[src/hw/rtl/dlfcc_pkg.sv]
// ----------------------------------------------------------------------------
// dlfcc_pkg
// Types, codes and helpers shared by the dual-lane frame CRC checker.
// ----------------------------------------------------------------------------
package dlfcc_pkg;

  localparam int unsigned DLFCC_BLOCKS_PER_FRAME    = 16;
  localparam int unsigned DLFCC_DATA_WORDS_PER_GAIN = 2;

  localparam logic [15:0] LANE_POLY = 16'h8005;

  typedef enum logic [1:0] {
    PH_START = 2'd0,
    PH_BLOCKS = 2'd1,
    PH_GLOBAL_CRC = 2'd2,
    PH_END = 2'd3
  } phase_e;

  typedef enum logic [2:0] {
    KIND_START = 3'd0,
    KIND_HEADER1 = 3'd1,
    KIND_DATA1 = 3'd2,
    KIND_HEADER2 = 3'd3,
    KIND_DATA2 = 3'd4,
    KIND_BLOCK_CRC = 3'd5,
    KIND_GLOBAL_CRC = 3'd6,
    KIND_END = 3'd7
  } kind_e;

  typedef struct packed {
    logic [31:0] link_word;
    logic        link_error;
  } in_t;

  typedef struct packed {
    logic [2:0]  word_kind;
    logic [3:0]  block_number;
    logic [15:0] lane_even_crc;
    logic [15:0] lane_odd_crc;
    logic [15:0] received_even_crc;
    logic [15:0] received_odd_crc;
    logic        crc_match;
    logic        frame_done;
    logic        frame_aborted;
  } out_t;

  // Control for one lane CRC unit.
  typedef struct packed {
    logic update;     // commit a new CRC value
    logic clear;      // start from zero (first header of a block)
    logic zero_fill;  // shift in 16 zeros instead of the lane bits
  } lane_ctrl_t;

  // Pick one lane out of an interleaved word: bit 2k+odd goes to bit k.
  function automatic logic [15:0] lane_bits(logic [31:0] w, logic odd);
    logic [15:0] r;
    for (int k = 0; k < 16; k++) begin
      r[k] = odd ? w[2*k+1] : w[2*k];
    end
    return r;
  endfunction

endpackage

[src/hw/rtl/dlfcc_lane.sv]
// ----------------------------------------------------------------------------
// dlfcc_lane
// One serial lane: CRC-16 register (poly 0x8005, shift-in form) with a
// 16-bit-per-cycle unrolled update (while update is set) and a compare against received bits.
// ----------------------------------------------------------------------------
module dlfcc_lane (
  input  logic                   clk_i,
  input  logic                   rst_ni,
  input  dlfcc_pkg::lane_ctrl_t  ctrl_i,
  input  logic [15:0]            lane_bits_i,
  output logic [15:0]            crc_d_o,
  output logic                   match_o
);
  import dlfcc_pkg::*;

  logic [15:0] crc_q;
  logic [15:0] crc_base;
  logic [15:0] feed_bits;

  // Sixteen shift-in steps, lowest lane bit first; pure XOR after unrolling.
  function automatic logic [15:0] crc_feed(logic [15:0] crc, logic [15:0] bits);
    logic [15:0] c;
    logic        msb;
    c = crc;
    for (int k = 0; k < 16; k++) begin
      msb = c[15];
      c   = {c[14:0], bits[k]};
      if (msb) begin
        c = c ^ LANE_POLY;
      end
    end
    return c;
  endfunction

  always_comb begin
    crc_base  = ctrl_i.clear ? 16'h0000 : crc_q;
    feed_bits = ctrl_i.zero_fill ? 16'h0000 : lane_bits_i;
    crc_d_o   = ctrl_i.update ? crc_feed(crc_base, feed_bits) : crc_q;
  end

  assign match_o = (crc_d_o == lane_bits_i);

  always_ff @(posedge clk_i or negedge rst_ni) begin
    if (!rst_ni) begin
      crc_q <= 16'h0000;
    end else if (ctrl_i.update) begin
      crc_q <= crc_d_o;
    end
  end

endmodule
[config.mk]
export PLATFORM = sky130hd
export DESIGN_NAME = dlfcc_lane
export DESIGN_NICKNAME = d
export VERILOG_FILES = /design/src/hw/rtl/dlfcc_pkg.sv /design/src/hw/rtl/dlfcc_lane.sv
export SDC_FILE = /design/constraint.sdc
export NUM_CORES = 1
export LEC_CHECK = 0
export CAP_MARGIN = 20
export CORE_MARGIN = 8
export CORE_UTILIZATION = 60
export DETAILED_ROUTE_END_ITERATION = 8
export DONT_BUFFER_PORTS = 1
export GPL_TIMING_DRIVEN = 1
export PLACE_DENSITY = 0.81
export REMOVE_ABC_BUFFERS = 1
export SLEW_MARGIN = 25
export SYNTH_ARGS = -nofsm -noshare
export SYNTH_HDL_FRONTEND = slang
export SYNTH_SLANG_ARGS = --single-unit
[constraint.sdc]
create_clock -name clk_i -period 3.44 [get_ports clk_i]
set_input_delay 0.516 -clock clk_i [delete_from_list [all_inputs] [get_ports clk_i]]
set_output_delay 0.516 -clock clk_i [all_outputs]
set_load 0.03 [all_outputs]
Word-level counts from Yosys, hierarchy flattened
Cells that the tools add are included.

storage, ports and cells
  bits of input ports = 21
  output and inout bits = 17
  flip-flop bits (word level) = 16
  word-level logic and storage cells = 37

cells by class
  bitwise gates (word level) = 16
  equal/unequal tests = 1
  multiplexer cells = 19

operators by type and width
  cell                  number
  16-bit two-way mux    19
  3-bit inverter        16
  16-bit equality test  1

Longest topological paths before layout
  depth in word-level cells = 35
  gate-level depth with buffers = 9
  gate-level depth less buffers = 8

Worst setup path after synthesis
Ideal clock, no wire load.

  kind = reg-to-output
  start point = register crc_q[12]
  end point = output port match_o
  stages on the path, launching flop included = 9
  arrival = 2.612 ns
  slack = 0.312 ns
  required time = 2.924 ns
  path through = dfrtp_1 > xnor2_1 > xnor3_1 > xnor3_2 > mux2i_4 > mux2i_1 > a21oi_2 > o41ai_1 > and3_1

on the way
  cells in the longest elaborated chain, start to end = 21

ends and longest elaborated chain
  item                                                                       RTL line          text
  from (decl)                                                                dlfcc_lane.sv:16  logic [15:0] crc_q;
  from (signal assigned)                                                     dlfcc_lane.sv:47  crc_q <= crc_d_o;
  16-bit two-way mux                                                         dlfcc_lane.sv:36  crc_base = ctrl_i.clear ? 16'h0000 : crc_q;
  16-bit two-way mux (2 in a row)                                            dlfcc_lane.sv:28  if (msb) begin
  3-bit inverter (no line)                                                   n/a
  16-bit two-way mux (3 in a row)                                            dlfcc_lane.sv:28
  16-bit two-way mux / 3-bit inverter (equally long branches) (10 in a row)  n/a
  3-bit inverter (no line) / 16-bit two-way mux (equally long branches)      n/a
  16-bit two-way mux                                                         dlfcc_lane.sv:28
  16-bit two-way mux (*)                                                     dlfcc_lane.sv:38  crc_d_o = ctrl_i.update ? crc_feed(crc_base, feed_bits) : crc_q;
  16-bit equality test (*)                                                   dlfcc_lane.sv:41  assign match_o = (crc_d_o == lane_bits_i);
  to (decl)                                                                  dlfcc_lane.sv:12  output logic match_o

Mark *: on every way between the ends. The rest lies on a longest branch, timed or not.

Worst setup path after layout
Ends and elaborated chain as after synthesis.

==> flow_metrics.py <==
metrics = {
    "outcome": {
        "status": "finished, final reports clean",
    },
    "layout": {
        "multi_input_area_um2": 1255,
        "ff_latch_area_um2": 402.9,
        "largest_register_ffs": 16,
        "n_fill_cell": 210,
        "antenna_cells": 0,
        "finalNetCount": 235,
        "area_delta_synth_final_pct": 13.28,
        "drive_gt1_share_pct": 18.78,
        "regMostFlops": "crc_q",
        "largestRegisters": "crc_q (16)",
    },
    "pwr": {
        "powerDensity_nw_per_um2": 1297,
        "seq_power_share_pct": 14.6,
        "power_switching_mw": 1.117,
        "power_mw": 2.450,
        "p_comb_share_pct": 79.9,
        "clock_power_share_pct": 5.5,
        "ir_drop_mv": 0.9283,
        "switching_share_pct": 45.60,
        "p_int_mw": 1.333,
        "p_leak_nw": 0.7646,
    },
    "placement": {
        "portBuffers": 0,
        "hpwlAfterDp_um": 3276,
        "gp_congestion": 0.9102,
    },
    "route": {
        "drc": 0,
        "vias_per_cell": 5.967,
        "antenna_left": 0,
        "vias": 1456,
        "first_iter_violations": 102,
        "wl_per_cell_um": 17.92,
        "wl_um": 4373,
        "first_pass_iters": 4,
    },
    "sta": {
        "worst_pin_slew_ns": 0.9882,
        "maxSlewHeadroom_pct": 33.42,
        "min_period_over_period_pct": 97.28,
        "tns_ns": 0,
        "post-route-min-period_ns": 3.346,
        "max_freq_mhz": 298.8,
        "setup_violations": 0,
        "rsz0062_at_grt": "false",
        "slew_violations": 0,
        "finClkSkew_ns": 0.001625,
        "hold_viol_final": 0,
    },
    "synthesis": {
        "syn_area_um2": 1668,
        "yosys_warnings": 0,
        "postSynthRegisterBits": 16,
        "synth_area_per_cell_um2": 8.339,
        "synth_top_area_share_pct": 24.01,
        "yosys-top-cells-area": "dfrtp_1 (24%), xnor2_1 (23%), a21oi_1 (9.9%), nor2_1 (7.2%), xor2_1 (5.8%)",
        "ys_async_sr_fraction_pct": 100.0,
        "synth-main-ff-cell": "dfrtp_1",
        "ys_seq_area_share_pct": 24.01,
        "synth_area_leader_cell": "dfrtp_1",
        "synth-edff-count": 0,
        "syn_inst": 200,
        "synth.distinct_cells": 34,
    },
    "cts": {
        "cts.htree.levels": 1,
        "clock-sinks": 16,
        "root_buffer": "clkbuf_4",
        "clkLatencyLatePin_ns": 0.29,
        "clock_path_buffers": 2,
        "cts_tree": "yes",
        "clk_pin_slew_ns": 0.11,
        "cts_made_buffers": 3,
    },
    "floorplanning": {
        "fp.dieW_um": 68.73,
        "row_count": 19,
        "die-area_um2": 4723,
        "dieHeight_um": 68.73,
        "pin_count": 38,
        "core_area_um2": 2710,
        "initial_core_util_pct": 61.54,
    },
    "job": {
        "cap_violations": 0,
    },
    "grt": {
        "grt_pass1_vias": 1487,
        "grt_antenna_before_repair": 0,
        "track_usage_pct": 19.06,
        "grt_pass1_wl_um": 6831,
        "grt_max_degree": 53,
        "globalRouteOverflowTotal": 0,
    },
    "setup_path": {
        "crit_path_end_kind": "primary output",
        "critPathRequiredTime_ns": 2.92,
        "worstSetupPathType": "reg -> out",
        "worstPathMaxFanout": 3,
        "startpoint_type": "register",
        "arrival_ns": 2.83,
    },
    "hold_path": {
        "min-delay-path-class": "in -> reg",
    },
}
layout make-up:
cell class              instances  share of cell area (%)
multi-input cells             171                   66.42
flip-flops and latches         16                   21.32
clock buffers                   4                   1.921
well taps                      31                   2.053
inverters                       3                  0.5960
repair buffers                 19                   7.682
path summary, 6_finish.rpt:
path / to / startpoint / cells after the start / slack (ns)
max: match_o / crc_q[12] / 8 / 0.09
min: crc_q[3] / ctrl_i[2] / 1 / 0.29
max reg2reg: crc_q[15] / crc_q[12] / 9 / 1.15
min reg2reg: crc_q[3] / crc_q[3] / 2 / 0.64
max in group asynchronous: crc_q[13] / rst_ni / 1 / 2.16
min in group asynchronous: crc_q[2] / rst_ni / 1 / 0.74
synthesized netlist by cell type, types with 2 or more instances:
library cell,count
xnor2_2,2
nor2_1,32
nor2b_1,15
nor3_1,3
o21ai_0,3
buf_4,2
xnor3_1,2
nor4_1,2
dfrtp_1,16
inv_1,3
xnor2_1,43
a21oi_1,33
nand2_1,7
xor2_1,11
nand3_1,2
clkbuf_1,6
worst max-delay path, stage by stage (launching register included):
cell and delay (ns):
dfrtp_1 0.45, xnor2_2 0.23, xnor3_1 0.39, xnor3_4 0.44, nor2_2 0.16, xnor2_2 0.17, xnor2_1 0.12, o41ai_2 0.29
and3_4 0.29
through the flow:
stage | instance area [µm²] | setup WS, ns | hold slack [ns] | instances | util [%]
floorplan | 1622 | 0.3118 | 0.2204 | 190 | -
global placement | 1758 | 0.2098 | 0.2209 | 234 | 64.87
detailed placement | 1758 | 0.1402 | 0.2209 | 234 | 64.87
CTS | 1856 | 0.03410 | 0.2888 | 243 | 68.47
global route | 1889 | 0.02933 | 0.2772 | 244 | 69.71
finish | 1889 | 0.09367 | 0.2868 | 244 | 69.71
kinds of logic after synthesis:
| kind of cell | synth area share (%) |
|---|---|
| buffers and inverters | 3.450 |
| AO/OA/AOI/OAI | 12.75 |
| flip-flops | 24.01 |
| multiplexers | 2.850 |
| XOR/XNOR | 37.43 |
| AND/OR/NAND/NOR | 19.51 |
timing repair:
item / CTS / global route
setup buffers: 4 / 1
cloned: 0 / 0
hold buffers: 1 / 0
pin swaps: 2 / 3
setup endpoints to repair: 1 / 1
gates resized for setup: 5 / 5
hold endpoints to repair: 16 / 0
metal layers:
layer | vias to the layer above | share of wire [%] | track usage [%]
met4 | 0 | 2.3 | 6.266
li1 | 691 | - | -
met5 | - | 0 | 0
met1 | 696 | 37 | 21.15
met3 | 8 | 7.4 | 5.008
met2 | 61 | 53 | 34.49
power groups by stage:
stage	registers, mW	logic [mW]	clock network [mW]
6_report	0.357	1.96	0.134
5_1_grt	0.368	2.05	0.145
4_1_cts	0.351	1.84	0.136
3_5_place_dp	0.358	1.70	0
2_1_floorplan	0.335	1.42	0
3_3_place_gp	0.352	1.65	0
cells in the final DEF (no fill, tap or decap), types with 3 or more instances in the layout:
master	synthesis	final
nor2_1	32	31
o21ai_0	3	3
a21oi_1	33	33
nand2_1	7	7
xnor2_1	43	39
buf_4	2	18
xor2_1	11	11
nor2b_1	15	15
inv_1	3	3
dfrtp_1	16	14
nor3_1	3	3
xnor2_2	2	6
clkbuf_4	0	3
Power figures use the tool's default switching activity.
